===== config.mk =====
export PLATFORM = sky130hd
export DESIGN_NAME = nfe_mul
export DESIGN_NICKNAME = d
export VERILOG_FILES = /design/src/hw/rtl/nfe_pkg.sv /design/src/hw/rtl/nfe_mul.sv
export SDC_FILE = /design/constraint.sdc
export NUM_CORES = 2
export LEC_CHECK = 0
export BUFFER_PORTS_ARGS = -buffer_cell sky130_fd_sc_hd__buf_2
export CAP_MARGIN = 30
export CORE_MARGIN = 5
export CORE_UTILIZATION = 60
export DETAILED_ROUTE_END_ITERATION = 16
export GPL_ROUTABILITY_DRIVEN = 0
export PLACE_DENSITY_LB_ADDON = 0.2
export SLEW_MARGIN = 20
export SYNTH_ARGS = -nofsm -noshare
export SYNTH_HDL_FRONTEND = slang
export SYNTH_SLANG_ARGS = --single-unit

===== constraint.sdc =====
create_clock -name clk -period 8.2 [get_ports clk]
set_input_delay 0.41 -clock clk [delete_from_list [all_inputs] [get_ports clk]]
set_output_delay 0.41 -clock clk [all_outputs]
set_load 0.1 [all_outputs]

===== src/hw/rtl/nfe_pkg.sv =====
`timescale 1ns / 1ps

package nfe_pkg;

  // Fixed point format and field widths
  localparam int FRAC_BITS = 16;
  localparam int WORD_W    = 32;
  localparam int DT_W      = 31;
  localparam int MODE_W    = 4;

  // Product, scaled product and capped step widths
  localparam int PROD_W = 2 * WORD_W;
  localparam int SC_W   = PROD_W - FRAC_BITS;
  localparam int STEP_W = 34;
  localparam int SUM_W  = PROD_W + 1;
  localparam int SAT_W  = PROD_W + 2;

  // Divider dividend covers (|a - prev| << F) and the timer sum
  localparam int DIV_W     = (WORD_W + 1 + FRAC_BITS > SC_W) ? WORD_W + 1 + FRAC_BITS : SC_W;
  localparam int DIV_CNT_W = $clog2(DIV_W + 1);

  // Step cap for approach and integration: 2^33
  localparam logic [STEP_W-1:0] STEP_CAP = {1'b1, {(STEP_W - 1){1'b0}}};

  // Largest unusable divisor magnitude: 0.00001 in this format, which floors to zero
  localparam int RECIP_EPS = 100000;
  localparam logic [WORD_W-1:0] DIV_MIN = WORD_W'((1 << FRAC_BITS) / RECIP_EPS);

  localparam logic signed [WORD_W-1:0] ONE_Q    = WORD_W'(1 << FRAC_BITS);
  localparam logic signed [WORD_W-1:0] WORD_MAX = {1'b0, {(WORD_W - 1){1'b1}}};
  localparam logic signed [WORD_W-1:0] WORD_MIN = {1'b1, {(WORD_W - 1){1'b0}}};

  // Operation codes held in the mode register
  typedef enum logic [MODE_W-1:0] {
    OP_HOLD  = 4'd0,
    OP_ADD   = 4'd1,
    OP_SUB   = 4'd2,
    OP_MUL   = 4'd3,
    OP_DIV   = 4'd4,
    OP_LIN   = 4'd5,
    OP_PT1   = 4'd6,
    OP_INT   = 4'd7,
    OP_DERIV = 4'd8,
    OP_MOD   = 4'd9,
    OP_TIMER = 4'd10,
    OP_CMP   = 4'd11
  } op_t;

  // Divider request and response
  typedef struct packed {
    logic              start;
    logic [DIV_W-1:0]  dividend;
    logic [WORD_W-1:0] divisor;
  } div_req_t;

  typedef struct packed {
    logic              done;
    logic [DIV_W-1:0]  quot;
    logic [WORD_W-1:0] rem;
  } div_rsp_t;

endpackage


===== src/hw/rtl/nfe_mul.sv =====
`timescale 1ns / 1ps

module nfe_mul (
  input  logic                         clk,
  input  logic [nfe_pkg::WORD_W-1:0]   x,
  input  logic [nfe_pkg::WORD_W-1:0]   y,
  output logic [nfe_pkg::PROD_W-1:0]   p
);
  import nfe_pkg::*;

  // Unsigned 32x32 product, registered
  always_ff @(posedge clk) begin
    p <= PROD_W'(x) * PROD_W'(y);
  end

endmodule


==> impl_metrics.py <==
metrics = {
    "run_status": {
        "run_status": "finished clean",
    },
    "global_routing": {
        "grt_use_total_pct": 31.0,
        "grt_max_degree": 33,
        "grt_pass1_wl_um": 153000,
        "antenna_found_initial": 2,
        "grt_pass1_vias": 28700,
        "grt.overflow.total": 0,
    },
    "clock_network": {
        "h-tree-depth": 3,
        "cts_resized": 0,
        "tritoncts": "built",
        "ctsHoldBuffers": 0,
        "clock_sinks": 64,
        "clk_path_buf_depth": 2,
        "cts_setup_buffers": 0,
        "cts_buffers": 9,
        "path_clk_slew_ps": 60,
        "root_buffer": "clkbuf_16",
    },
    "worst_setup_path": {
        "path_class": "input pin to flop",
        "cp.depth": 24,
        "crit_chain": "buf_2 > and2_1 > fa_1 > fa_1 > fa_1 > inv_1 > fa_1 > inv_1 > fa_1 > inv_1 > fa_1 > inv_1 > fa_1 > fa_1 > ha_1 > nand4_1 > a2111o_1 > a21o_1 > a21oi_2 > a31oi_1 > o31ai_4 > a21oi_2 > a221oi_1 > and4_1",
        "crit_buf_inv": 5,
        "path_common_cell": "fa_1",
        "critical_path_arrival_ps": 7880,
        "cp-start-kind": "input pin",
        "crit_path_max_fanout": 32,
        "worst_ep_required_time_ps": 8470,
        "slowest_delay_ps": 620,
        "worstSetupEndpointType": "flop",
        "slowest_stage": "buf_2",
        "crit_family": "adder cells",
    },
    "finish": {
        "num-nets-final": 4960,
        "reg_top3": "p x64",
        "synthToLayoutAreaGrowth_pct": 4.60,
        "most-common-layout-cells": "fa_1 (896), inv_1 (865), and2_1 (602), nand2_1 (480), ha_1 (263)",
        "final_common_cell": "fa_1",
        "largest_register_ffs": 64,
        "drive_gt1_share_pct": 6.15,
        "regMostFlops": "p",
    },
    "sta": {
        "final-setup-viol-count": 0,
        "final_max_slew_viol_count": 0,
        "clock.fmax_ghz": 0.131,
        "finalHoldViolations": 0,
        "worst_pin_slew_ps": 882,
        "rsz0062_at_grt": "no",
        "setup-tns-final_ps": 0,
        "slew_headroom_pct": 41.2,
        "fin_crit_ps": 7610,
        "min_period_over_period_pct": 92.8,
        "timing.final.ws_setup_ps": 591,
    },
    "synthesis": {
        "async_flop_share_pct": 0,
        "netlist_instances": 3748,
        "netlist_area_um2": 34700,
        "ys_seq_area_share_pct": 3.69,
        "synth_cell_type_count": 57,
        "ys_seq_elements": 64,
        "synth-main-ff-cell": "dfxtp_1",
        "synthesis.nets": 4972,
        "synth-edff-count": 0,
        "yosys_warnings": 0,
        "avgSynthCellArea_um2": 9.25,
    },
    "drt": {
        "drt-wirelength-per-cell_um": 20.6,
        "routed_wl_um": 92900,
        "drcViolationCount": 0,
        "drtIter0Drc": 1339,
        "drtPass1Iterations": 5,
        "num_vias": 25200,
        "ant_nets": 0,
        "vias_per_cell": 5.60,
    },
    "placement": {
        "pre_cts_ws_ps": 332,
        "port_buffers": 128,
        "hpwl_um": 76600,
    },
    "floorplan": {
        "die_y_um": 250,
        "start_util_pct": 60.3,
        "num_rows": 88,
        "core_um2": 57500,
        "pin_count": 129,
        "die-area_um2": 62700,
        "die_x_um": 250,
    },
    "worst_hold_path": {
        "min_path_type": "input pin to flop",
        "worstHoldStart": "y[0]",
        "holdPathEnd": "p[0]",
        "holdPathStages": 2,
    },
    "run": {
        "maxCapViolCount": 0,
    },
}
[through the flow]
step                      utilization [%]  instance area (um2)  hold WS (ps)  cells
after floorplan                         -                34700           537   3748
after global placement               62.6                36000           939   4490
after detailed placement             62.6                36000           947   4490
after CTS                            63.1                36300           580   4506
after global routing                 63.1                36300           600   4507
final                                63.1                36300           610   4507
[area by class of cell]
type                       count  area, um2
multi-input combinational   2599      29300
timing repair buffer         197       1170
fill                        4935      21200
tap                          765        957
inverter                     865       3250
clock inverter                 7       71.3
clock buffer                   9        225
sequential                    64       1280
antenna                        1       2.50
[worst max-delay path by stage]
| stage | slack [ps] | start | end |
|---|---|---|---|
| after floorplan | 1040 | x[25] | p[62] |
| after global placement | 420 | x[11] | p[62] |
| after detailed placement | 330 | x[13] | p[63] |
| after CTS | 660 | x[13] | p[63] |
| after global routing | 290 | x[13] | p[63] |
| final | 590 | x[13] | p[63] |
[per-layer routing]
metal	track usage, %	up-vias	routed length, um
met2	55.6	938	48500
met1	35.8	13200	32600
met4	18.2	2	6870
met5	0	-	9
met3	3.53	314	4900
li1	-	10800	-
[logic make-up (layout without fill, tap and decap cells)]
kind of cell,after synthesis,after routing,synth area share (%)
simple gates,1177,1177,17.6
fa+ha+maj,1159,1159,61.2
buf+inv,1085,1078,11.8
compound gates,202,202,4.15
flops,64,64,3.69
xor+xnor,60,60,1.52
mux,1,1,0.0289
other cells,0,1,0
[synthesized netlist by cell type (3+ instances only)]
library cell	n	share of area [%]
a211oi_1	3	0.065
a21boi_1	3	0.065
a21o_1	40	0.87
a21oi_1	63	0.91
a21oi_2	3	0.076
a221o_1	4	0.12
a221oi_4	3	0.23
a31oi_1	12	0.22
and2_1	602	11
and3_1	14	0.25
and4_1	3	0.076
buf_2	6	0.087
clkbuf_1	213	2.3
dfxtp_1	64	3.7
fa_1	896	52
ha_1	263	9.5
inv_1	865	9.4
nand2_1	480	5.2
nand3_1	10	0.14
nand4_1	23	0.41
nor2_1	20	0.22
nor3_1	7	0.10
o21a_1	9	0.19
o21ai_0	21	0.30
o21ai_1	5	0.072
o21bai_1	10	0.22
o221ai_1	3	0.076
o31ai_4	3	0.18
or2_2	3	0.054
or3_1	3	0.054
or4_1	3	0.065
xnor2_1	35	0.88
xor2_1	25	0.63
Power is left out: the tool's default activity adds up to more than one toggle a clock period on the data nets, which glitch-free logic cannot reach.
