**config.mk**
```make
export PLATFORM = sky130hd
export DESIGN_NAME = nfe_div
export DESIGN_NICKNAME = d
export VERILOG_FILES = /design/src/hw/rtl/nfe_pkg.sv /design/src/hw/rtl/nfe_div.sv
export SDC_FILE = /design/constraint.sdc
export NUM_CORES = 1
export LEC_CHECK = 0
export BUFFER_PORTS_ARGS = -buffer_cell sky130_fd_sc_hd__buf_4
export CORE_MARGIN = 4
export CORE_UTILIZATION = 35
export CTS_CLUSTER_DIAMETER = 50
export CTS_CLUSTER_SIZE = 20
export DETAILED_ROUTE_END_ITERATION = 6
export PLACE_DENSITY = 0.6
export SYNTH_ARGS = -nofsm -noshare
export SYNTH_HDL_FRONTEND = slang
export SYNTH_SLANG_ARGS = --single-unit
```
**constraint.sdc**
```tcl
create_clock -name clk -period 5.55 [get_ports clk]
set_clock_uncertainty 0.2 [all_clocks]
set_input_delay 0.2775 -clock clk [delete_from_list [all_inputs] [get_ports clk]]
set_output_delay 0.2775 -clock clk [all_outputs]
set_load 0.02 [all_outputs]
```
**src/hw/rtl/nfe_pkg.sv**
```systemverilog
`timescale 1ns / 1ps

package nfe_pkg;

  // Fixed point format and field widths
  localparam int FRAC_BITS = 16;
  localparam int WORD_W    = 32;
  localparam int DT_W      = 31;
  localparam int MODE_W    = 4;

  // Product, scaled product and capped step widths
  localparam int PROD_W = 2 * WORD_W;
  localparam int SC_W   = PROD_W - FRAC_BITS;
  localparam int STEP_W = 34;
  localparam int SUM_W  = PROD_W + 1;
  localparam int SAT_W  = PROD_W + 2;

  // Divider dividend covers (|a - prev| << F) and the timer sum
  localparam int DIV_W     = (WORD_W + 1 + FRAC_BITS > SC_W) ? WORD_W + 1 + FRAC_BITS : SC_W;
  localparam int DIV_CNT_W = $clog2(DIV_W + 1);

  // Step cap for approach and integration: 2^33
  localparam logic [STEP_W-1:0] STEP_CAP = {1'b1, {(STEP_W - 1){1'b0}}};

  // Largest unusable divisor magnitude: 0.00001 in this format, which floors to zero
  localparam int RECIP_EPS = 100000;
  localparam logic [WORD_W-1:0] DIV_MIN = WORD_W'((1 << FRAC_BITS) / RECIP_EPS);

  localparam logic signed [WORD_W-1:0] ONE_Q    = WORD_W'(1 << FRAC_BITS);
  localparam logic signed [WORD_W-1:0] WORD_MAX = {1'b0, {(WORD_W - 1){1'b1}}};
  localparam logic signed [WORD_W-1:0] WORD_MIN = {1'b1, {(WORD_W - 1){1'b0}}};

  // Operation codes held in the mode register
  typedef enum logic [MODE_W-1:0] {
    OP_HOLD  = 4'd0,
    OP_ADD   = 4'd1,
    OP_SUB   = 4'd2,
    OP_MUL   = 4'd3,
    OP_DIV   = 4'd4,
    OP_LIN   = 4'd5,
    OP_PT1   = 4'd6,
    OP_INT   = 4'd7,
    OP_DERIV = 4'd8,
    OP_MOD   = 4'd9,
    OP_TIMER = 4'd10,
    OP_CMP   = 4'd11
  } op_t;

  // Divider request and response
  typedef struct packed {
    logic              start;
    logic [DIV_W-1:0]  dividend;
    logic [WORD_W-1:0] divisor;
  } div_req_t;

  typedef struct packed {
    logic              done;
    logic [DIV_W-1:0]  quot;
    logic [WORD_W-1:0] rem;
  } div_rsp_t;

endpackage

```
**src/hw/rtl/nfe_div.sv**
```systemverilog
`timescale 1ns / 1ps

module nfe_div (
  input  logic              clk,
  input  logic              rst,
  input  nfe_pkg::div_req_t req,
  output nfe_pkg::div_rsp_t rsp
);
  import nfe_pkg::*;

  logic                 busy;
  logic                 done;
  logic [DIV_CNT_W-1:0] cnt;
  logic [DIV_W-1:0]     quo;
  logic [WORD_W-1:0]    rem;
  logic [WORD_W-1:0]    dvs;
  logic [WORD_W:0]      trial;
  logic [WORD_W+1:0]    sub;
  logic                 ge;

  // One restoring step: shift in next dividend bit, try the subtract
  assign trial = {rem, quo[DIV_W-1]};
  assign sub   = {1'b0, trial} - {2'b00, dvs};
  assign ge    = !sub[WORD_W+1];

  // Control
  always_ff @(posedge clk) begin
    if (rst) begin
      busy <= 1'b0;
      done <= 1'b0;
      cnt  <= '0;
    end else begin
      done <= 1'b0;
      if (req.start) begin
        busy <= 1'b1;
        cnt  <= DIV_CNT_W'(DIV_W);
      end else if (busy) begin
        cnt <= cnt - DIV_CNT_W'(1);
        if (cnt == DIV_CNT_W'(1)) begin
          busy <= 1'b0;
          done <= 1'b1;
        end
      end
    end
  end

  // Datapath: quotient bits replace dividend bits from the bottom
  always_ff @(posedge clk) begin
    if (req.start) begin
      quo <= req.dividend;
      rem <= '0;
      dvs <= req.divisor;
    end else if (busy) begin
      quo <= {quo[DIV_W-2:0], ge};
      rem <= ge ? sub[WORD_W-1:0] : trial[WORD_W-1:0];
    end
  end

  assign rsp.done = done;
  assign rsp.quot = quo;
  assign rsp.rem  = rem;

`ifndef NO_ASSERTIONS
  a_start_idle: assert property (@(posedge clk) disable iff (rst) req.start |-> !busy)
    else $error("divider started while busy");
  a_done_after_busy: assert property (@(posedge clk) disable iff (rst) done |-> $past(busy))
    else $error("divider done without a running division");
  a_busy_count: assert property (@(posedge clk) disable iff (rst) busy |-> (cnt != '0))
    else $error("divider running with an empty step count");
`endif

endmodule

```
==> results.json, run 1 <==
{
  "grt_use_total_pct": 16.3,
  "clock_latency_ps": 420,
  "syn_area_um2": 6570,
  "dieArea_um2": 21000,
  "synth_edf_count": 81,
  "grt_pass1_vias": 5662,
  "max_freq_mhz": 292,
  "fin_ws_ps": 2120,
  "synth-main-ff-cell": "edfxtp_1",
  "layout-drive-gt1-share_pct": 30.6,
  "rsz0062_at_grt": "false",
  "r2r_start": "quo[48]",
  "io_buffers": 165,
  "slew_headroom_pct": 21.0,
  "async_flop_share_pct": 0,
  "clk_path_buf_depth": 2,
  "ctsRootBufferMaster": "clkbuf_16",
  "via_per_inst": 5.00,
  "fin_crit_sh_pct": 61.8,
  "worstPathMaxFanout": 3,
  "h-tree-depth": 4,
  "area_delta_synth_final_pct": 43.2,
  "worstMarginPinSlew_ps": 1190,
  "dpl.hpwl_um": 11400,
  "firstDrtPassIters": 4,
  "rows": 49,
  "drtIter0Drc": 338,
  "crit_path_start_kind": "flop",
  "drc": 0,
  "cts_tree": "built",
  "drv_cap": 0,
  "grt_max_degree": 80,
  "syn_inst": 592,
  "report.final.slew_viol_count": 0,
  "hold_class": "reg -> reg",
  "synth_cell_types": 55,
  "grt_pass1_wl_um": 28300,
  "synth_warnings": 0,
  "path_clk_slew_ps": 60,
  "antenna_cells": 0,
  "vias": 5383,
  "gp_congestion": 0.805,
  "p_leak_nw": 4.05,
  "setup_viol": 0,
  "status": "completed",
  "power_density_nw_per_um2": 324,
  "place_ws_ps": 2090,
  "cp.arrival_ps": 3490,
  "min_period_ps": 3430,
  "overflow": 0,
  "peakVddDrop_v": 0.000223,
  "cts_buffers": 17,
  "die_w_um": 145,
  "synth_area_per_cell_um2": 11.1,
  "setup_tns_ps": 0,
  "ios": 166,
  "hold_viol_final": 0,
  "nets": 953,
  "die_y_um": 145,
  "core_um2": 18200,
  "synth_fp_nets": 711,
  "crit_type": "reg -> reg",
  "totalWireLength_um": 16900,
  "initial_core_util_pct": 36.1,
  "ys_seq_area_share_pct": 49.2,
  "ant_nets": 0,
  "avgRoutedWirePerCell_um": 15.7,
  "hp-start": "cnt[1]",
  "critPathRequiredTime_ps": 5610,
  "crit_start": "quo[48]",
  "antenna_found_initial": 0,
  "cts_sinks": 121,
  "ys_ff_latch": 121,
  "worstSetupEndpointType": "flop"
}
## per-layer routing
layer / share of wire [%] / vias to the layer above / GRT usage [%]
met2: 50 / 132 / 27.0
li1: - / 2653 / -
met5: 0 / - / 0
met1: 43 / 2568 / 20.4
met3: 4.8 / 30 / 4.33
met4: 2.5 / 0 / 6.70
## where the power goes
part / internal [mW] / switching, mW / total (mW) / leakage [nW]
Clock: 0.679 / 0.468 / 1.15 / 0.298
Sequential: 1.06 / 0.0595 / 1.12 / 1.14
Combinational: 0.370 / 0.410 / 0.780 / 2.62
## registers in the layout (all words and copies together), names as in the netlist
register / cells
busy: 1
rem: 32
quo: 49
dvs: 32
done: 1
cnt: 6
## final cells by class
cell class	count	area (um2)
inverters	40	150
clock buffers	17	425
fillers	1582	8800
repair buffers	250	2080
well taps	229	287
flip-flops and latches	121	3230
multi-input cells	404	3050
clock inverters	15	179
## critical path: stages, from the launching register on
cell and delay, ps:
edfxtp_1 410, inv_1 80, ha_1 150, inv_1 50
fa_1 420, a211o_1 330, a21oi_1 200, o22ai_1 150
o21ai_0 270, and4_1 250, o21ai_0 160, or4_1 420
nand4_1 100, a311oi_1 90
## stage by stage
step | instances | utilization, % | total power [mW] | area (um2) | hold slack [ps]
6_report | 1076 | 51.7 | 3.05 | 9410 | 308
4_1_cts | 1076 | 51.7 | 3.08 | 9410 | 312
2_1_floorplan | 592 | - | 1.63 | 6570 | 176
3_5_place_dp | 962 | 43.8 | 1.87 | 7980 | 257
3_3_place_gp | 962 | 43.8 | 1.86 | 7980 | 256
5_1_grt | 1076 | 51.7 | 3.21 | 9410 | 339
## timing repair
action	4_1_cts	5_1_grt
hold buffers	82	0
gates resized for setup	0	0
buffers inserted	0	0
endpoints found under the hold margin	89	0
## logic make-up (layout without fill, tap and decap cells)
group | count (synthesis) | after routing | synth area share [%]
buffers and inverters | 67 | 322 | 4.34
flip-flops | 121 | 121 | 49.2
adder cells (fa/ha/maj) | 35 | 35 | 6.78
multiplexers | 74 | 74 | 12.2
AND/OR/NAND/NOR | 137 | 137 | 9.85
XOR/XNOR | 28 | 28 | 3.73
AO/OA/AOI/OAI | 130 | 130 | 13.8
## final timing paths
path | endpoint | slack, ps | depth (start not counted)
min | cnt[1] | 310 | 2
max reg2reg | rem[30] | 2120 | 13
max | rem[30] | 2120 | 13
min reg2reg | cnt[1] | 310 | 2
## cells in the mapped netlist (3+ instances only)
library cell  number  share of area (%)
nor2_1            53                3.0
nor2b_1            5               0.48
a21oi_1           30                2.3
inv_1             40                2.3
o21a_1             4               0.46
buf_1              4               0.23
a311o_1            3               0.46
dfxtp_1           40                 12
mux2_2            50                8.6
and3_1             5               0.48
o22ai_1            3               0.29
nand2_1           32                1.8
clkbuf_1          18                1.0
buf_4              3               0.34
edfxtp_1          81                 37
nand3_1            8               0.61
a31oi_1            3               0.29
xnor2_1           20                2.7
a311oi_1           5               0.67
or3_1              4               0.38
a211oi_1          26                3.0
o21ai_0           19                1.4
or2_2              3               0.29
nand4_1            4               0.38
mux2i_1           24                3.7
xor2_1             8                1.1
nand2b_1          10               0.95
and2_1             3               0.29
a21o_1            15                1.7
ha_1              34                6.5
## layout by cell type (no fill, tap or decap), drive strengths merged, types with 10 or more instances in the layout
cell type	instances
a21oi	31
nand2b	10
mux2i	24
xnor2	20
inv	48
nor2	53
mux2	50
o21ai	20
edfxtp	81
dlygate4sd3	82
ha	34
dfxtp	40
a211oi	28
buf	168
a21o	15
nand2	32
clkbuf	17
Note: power is estimated with default switching activity, not from simulation.
==> run 2: changes to the inputs <==
==> constraint.sdc (replaced) <==
create_clock -name clk -period 3.5 [get_ports clk]
set_clock_uncertainty 0.2 [all_clocks]
set_input_delay 0.175 -clock clk [delete_from_list [all_inputs] [get_ports clk]]
set_output_delay 0.175 -clock clk [all_outputs]
set_load 0.02 [all_outputs]
==> run 2 against run 1 <==
  * Flip-flop and latch count is the same
  * Hold slack got worse by 220 ps
  * Sequential power increased by 59%
  * Power rose by 57%
  * Global-route usage about the same
  * Utilization up 0.13 points
  * Die area did not move
  * Via count barely moved
  * First-iteration DRC count shrank 20%
  * Setup slack got worse by 1900 ps
  * Fmax rose by 5.4%
==> results.json, run 2 (same netlist as run 1, synthesis figures left out) <==
{
  "path_clk_slew_ps": 60,
  "grt_pass1_wl_um": 28400,
  "fin_crit_sh_pct": 93.0,
  "via_per_inst": 4.99,
  "report.final.slew_viol_count": 0,
  "fin_ws_ps": 245,
  "io_buffers": 165,
  "setup_tns_ps": 0,
  "h-tree-depth": 4,
  "slew_headroom_pct": 20.7,
  "drtIter0Drc": 269,
  "drv_cap": 0,
  "power_density_nw_per_um2": 508,
  "ctsRootBufferMaster": "clkbuf_16",
  "whs_endpoint": "dvs[16]",
  "gp_congestion": 0.806,
  "dpl.hpwl_um": 11700,
  "dp.cells": 965,
  "max_freq_mhz": 307,
  "die_w_um": 145,
  "grt_use_total_pct": 16.3,
  "drc": 0,
  "worstHoldPathCells": 1,
  "largest_register": "quo",
  "layout_common_cells": "170 x buf_4, 82 x dlygate4sd3_1, 81 x edfxtp_1",
  "fin_cells": 1079,
  "die_y_um": 145,
  "cts_tree": "built",
  "place_ws_ps": 120,
  "r2r_start": "quo[48]",
  "totalWireLength_um": 17000,
  "worstMarginPinSlew_ps": 1190,
  "antenna_cells": 0,
  "layout-drive-gt1-share_pct": 30.8,
  "worstSetupEndpointType": "flop",
  "avgRoutedWirePerCell_um": 15.8,
  "largest_reg_flops": 49,
  "power.total_mw": 4.79,
  "crit_path_start_kind": "flop",
  "firstDrtPassIters": 4,
  "initial_core_util_pct": 36.1,
  "critPathRequiredTime_ps": 3630,
  "area_delta_synth_final_pct": 43.6,
  "ios": 166,
  "hold_class": "in -> reg",
  "antenna_found_initial": 0,
  "hold_viol_final": 0,
  "clk_path_buf_depth": 2,
  "ff2ff_setup_slack_ps": 240,
  "cp.arrival_ps": 3390,
  "crit_type": "reg -> reg",
  "cts_buffers": 17,
  "grt_max_degree": 74,
  "overflow": 0,
  "status": "completed",
  "p_leak_nw": 4.05,
  "nFillCells": 1570,
  "dieArea_um2": 21000,
  "rsz0062_at_grt": "false",
  "hp-start": "req[81]",
  "min_period_ps": 3260,
  "peakVddDrop_v": 0.000326,
  "cts_sinks": 121,
  "r2r_end": "rem[16]",
  "grt_pass1_vias": 5613,
  "rows": 49,
  "setup_viol": 0,
  "nets": 956,
  "core_um2": 18200,
  "worstPathMaxFanout": 3,
  "layout_commonest_cell": "buf_4",
  "top_regs": "quo x49, dvs x32, rem x32",
  "vias": 5388,
  "clock_latency_ps": 420,
  "reg2reg_depth": 13,
  "ant_nets": 0
}
run 2: cell types whose count changed in the layout (fill, tap and decap cells not counted), sizes merged:
| cell | previous run | this run |
|---|---|---|
| clkinvlp | 0 | 3 |
| buf | 168 | 171 |
| clkinv | 5 | 4 |
| inv | 48 | 46 |
run 2: worst max path at each step:
stage | start | endpoint | slack [ps] | depth (start not counted)
2_1_floorplan | quo[48] | rem[30] | 310 | 13
5_1_grt | dvs[8] | rem[26] | 10 | 12
3_5_place_dp | quo[48] | rem[30] | 120 | 13
3_3_place_gp | quo[48] | rem[30] | 220 | 13
4_1_cts | quo[48] | rem[26] | 100 | 14
6_report | quo[48] | rem[16] | 240 | 13
run 2: metal layers:
metal,up-vias,routed length (um),track usage (%)
met5,-,0,0
met4,0,467,6.18
met3,31,887,4.65
met2,151,8330,27.4
met1,2544,7310,20.1
li1,2662,-,-
run 2: critical path: stages, from the launching register on:
cell and delay (ps):
edfxtp_1 380, inv_1 70, ha_1 150, inv_1 50, fa_1 410, a211o_1 330, a21oi_1 230, o22ai_1 170
a211oi_1 400, or2_2 210, a31oi_1 110, xor2_1 170, mux2i_1 100, a211oi_1 220
run 2: what timing repair did:
| item | 4_1_cts | 5_1_grt |
|---|---|---|
| gates resized for setup | 0 | 2 |
| endpoints found under the setup margin | 0 | 4 |
| setup buffers | 0 | 0 |
| hold endpoints to repair | 89 | 0 |
| hold buffers | 82 | 0 |
run 2: power by group:
part	switching [mW]	internal [mW]	total, mW
Clock	0.696	1.06	1.76
Combinational	0.658	0.597	1.25
Sequential	0.0941	1.69	1.78
run 2: final cells by class:
type | count | area (um2) | area share, %
sequential | 121 | 3230 | 34.3
multi-input combinational | 404 | 3050 | 32.4
timing repair buffer | 253 | 2120 | 22.4
clock buffer | 17 | 425 | 4.51
tap | 229 | 287 | 3.04
clock inverter | 15 | 164 | 1.74
inverter | 40 | 150 | 1.59
run 2: stage by stage:
| stage | hold WS (ps) | utilization (%) | area (um2) |
|---|---|---|---|
| 2_1_floorplan | 73.9 | - | 6570 |
| 3_3_place_gp | 154 | 44.0 | 8020 |
| 3_5_place_dp | 154 | 44.0 | 8020 |
| 4_1_cts | 68.5 | 51.8 | 9430 |
| 5_1_grt | 86.9 | 51.8 | 9430 |
| 6_report | 91.4 | 51.8 | 9430 |
==> run 3: changes to the inputs <==
--- a/config.mk
+++ b/config.mk
@@ -5,7 +5,9 @@
 export SDC_FILE = /design/constraint.sdc
 export NUM_CORES = 1
 export LEC_CHECK = 0
+export ABC_CLOCK_PERIOD_IN_PS = 3760
 export BUFFER_PORTS_ARGS = -buffer_cell sky130_fd_sc_hd__buf_4
+export CAP_MARGIN = 0
 export CORE_MARGIN = 4
 export CORE_UTILIZATION = 35
 export CTS_CLUSTER_DIAMETER = 50
==> constraint.sdc (replaced) <==
create_clock -name clk -period 3.76 [get_ports clk]
set_clock_uncertainty 0.2 [all_clocks]
set_input_delay 0.188 -clock clk [delete_from_list [all_inputs] [get_ports clk]]
set_output_delay 0.188 -clock clk [all_outputs]
set_load 0.02 [all_outputs]
==> run 3 against run 2 <==
  * Register-to-register slack improved by 40 ps
  * Critical path depth did not move
  * Utilization fell by 0.19 points
  * Combinational power shrank 7%
  * Hold slack got worse by 49 ps
  * Die area unchanged
  * Design area shrank 0.37%
  * Setup slack improved by 44 ps
  * Final cell count fell by 0.19%
  * Critical path type unchanged
  * Largest cell class unchanged
==> results.json, run 3 (same netlist as run 1, synthesis figures left out) <==
{
  "seqCellArea_um2": 3230,
  "crit_path_start_kind": "flop",
  "cts_setup_buffers": 0,
  "max_freq_mhz": 288,
  "die_y_um": 145,
  "slew_headroom_pct": 21.1,
  "top_regs": "quo x49, dvs x32, rem x32",
  "critPathRequiredTime_ps": 3830,
  "layout-drive-gt1-share_pct": 30.7,
  "cp.arrival_ps": 3540,
  "cp_slowest_cell": "or4_1",
  "largest_register": "quo",
  "whs_ps": 42.4,
  "p_leak_nw": 4.04,
  "design_area_um2": 9400,
  "firstDrtPassIters": 4,
  "power.total_mw": 4.42,
  "report.final.slew_viol_count": 0,
  "antenna_found_initial": 0,
  "status": "completed",
  "avgRoutedWirePerCell_um": 15.6,
  "vias": 5342,
  "via_per_inst": 4.96,
  "peakVddDrop_v": 0.000292,
  "cts_tree": "built",
  "area_delta_synth_final_pct": 43.1,
  "fin_crit_sh_pct": 92.3,
  "drtIter0Drc": 226,
  "largest_reg_flops": 49,
  "multiInputGateArea_um2": 3050,
  "rsz0062_at_grt": "false",
  "gp_congestion": 0.822,
  "worstSetupEndpointType": "flop",
  "dpl.hpwl_um": 11600,
  "cp_num_buf_inv": 2,
  "totalWireLength_um": 16800,
  "drc": 0,
  "ctsRootBufferMaster": "clkbuf_16",
  "worstHoldPathCells": 1,
  "nets": 954,
  "hold_class": "in -> reg",
  "cts_sinks": 121,
  "clock_latency_ps": 430,
  "ant_nets": 0,
  "place_area_um2": 8000,
  "clk_path_buf_depth": 2,
  "io_buffers": 165,
  "overflow": 0,
  "worstMarginPinSlew_ps": 1180,
  "grt_pass1_vias": 5464,
  "grt_use_total_pct": 15.9,
  "min_period_ps": 3470,
  "h-tree-depth": 4,
  "path_clk_slew_ps": 60,
  "power_density_nw_per_um2": 470,
  "worstPathMaxFanout": 3,
  "die_w_um": 145,
  "critical_path_cell_count": 13,
  "drv_cap": 0,
  "core_um2": 18200,
  "nFillCells": 1617,
  "initial_core_util_pct": 36.1,
  "grt_pass1_wl_um": 27500,
  "crit_type": "reg -> reg",
  "ios": 166,
  "setup_tns_ps": 0,
  "hold_viol_final": 0,
  "crit_chain": "inv_1 -> ha_1 -> inv_1 -> fa_1 -> a211o_1 -> a21oi_1 -> o22ai_1 -> o21ai_0 -> and4_1 -> o21ai_0 -> or4_1 -> nand4_1 -> a311oi_1",
  "rows": 49,
  "layout_common_cells": "168 x buf_4, 82 x dlygate4sd3_1, 81 x edfxtp_1",
  "crit_family": "compound AO/OA/AOI/OAI gates",
  "reg2reg_depth": 13,
  "critical-path-max-stage-delay_ps": 430,
  "grt_max_degree": 67,
  "cts_buffers": 17,
  "cts.repair.resized": 0,
  "dieArea_um2": 21000,
  "antenna_cells": 0,
  "layout_commonest_cell": "buf_4",
  "setup_viol": 0
}
[run 3: metrics by stage]
stage	instances	utilization [%]	worst slack [ps]
5_1_grt	1077	51.6	31.6
2_1_floorplan	592	-	573
3_3_place_gp	963	43.9	399
4_1_cts	1077	51.6	266
3_5_place_dp	963	43.9	283
6_report	1077	51.6	289
[run 3: where the power goes]
part           internal [mW]  total (mW)  switching (mW)
combinational          0.552        1.16           0.604
clock                  0.885        1.60           0.717
sequential              1.57        1.66          0.0883
[run 3: path summary, 6_finish.rpt]
kind	startpoint	end	slack (ps)
worst max-delay path	quo[48]	rem[30]	290
worst min-delay path	req[81]	dvs[31]	40
worst max register to register	quo[48]	rem[30]	290
worst min register to register	cnt[1]	cnt[1]	310
[run 3: per-layer routing]
metal,wire [um],part of all wire (%),global-route usage [%]
met1,7410,44,19.9
met2,8170,49,26.5
met3,839,5.0,4.71
met4,347,2.1,5.56
met5,0,0,0
[run 3: repair_timing]
item,in CTS,in global routing
setup endpoints to repair,0,0
hold buffers,82,0
hold endpoints to repair,89,0
[run 3: area by class of cell]
| class | count | area share [%] |
|---|---|---|
| Multi-Input combinational cell | 404 | 32.5 |
| Inverter | 40 | 1.60 |
| Tap cell | 229 | 3.05 |
| Sequential cell | 121 | 34.4 |
| Clock inverter | 15 | 1.57 |
| Timing Repair Buffer | 251 | 22.4 |
| Clock buffer | 17 | 4.53 |
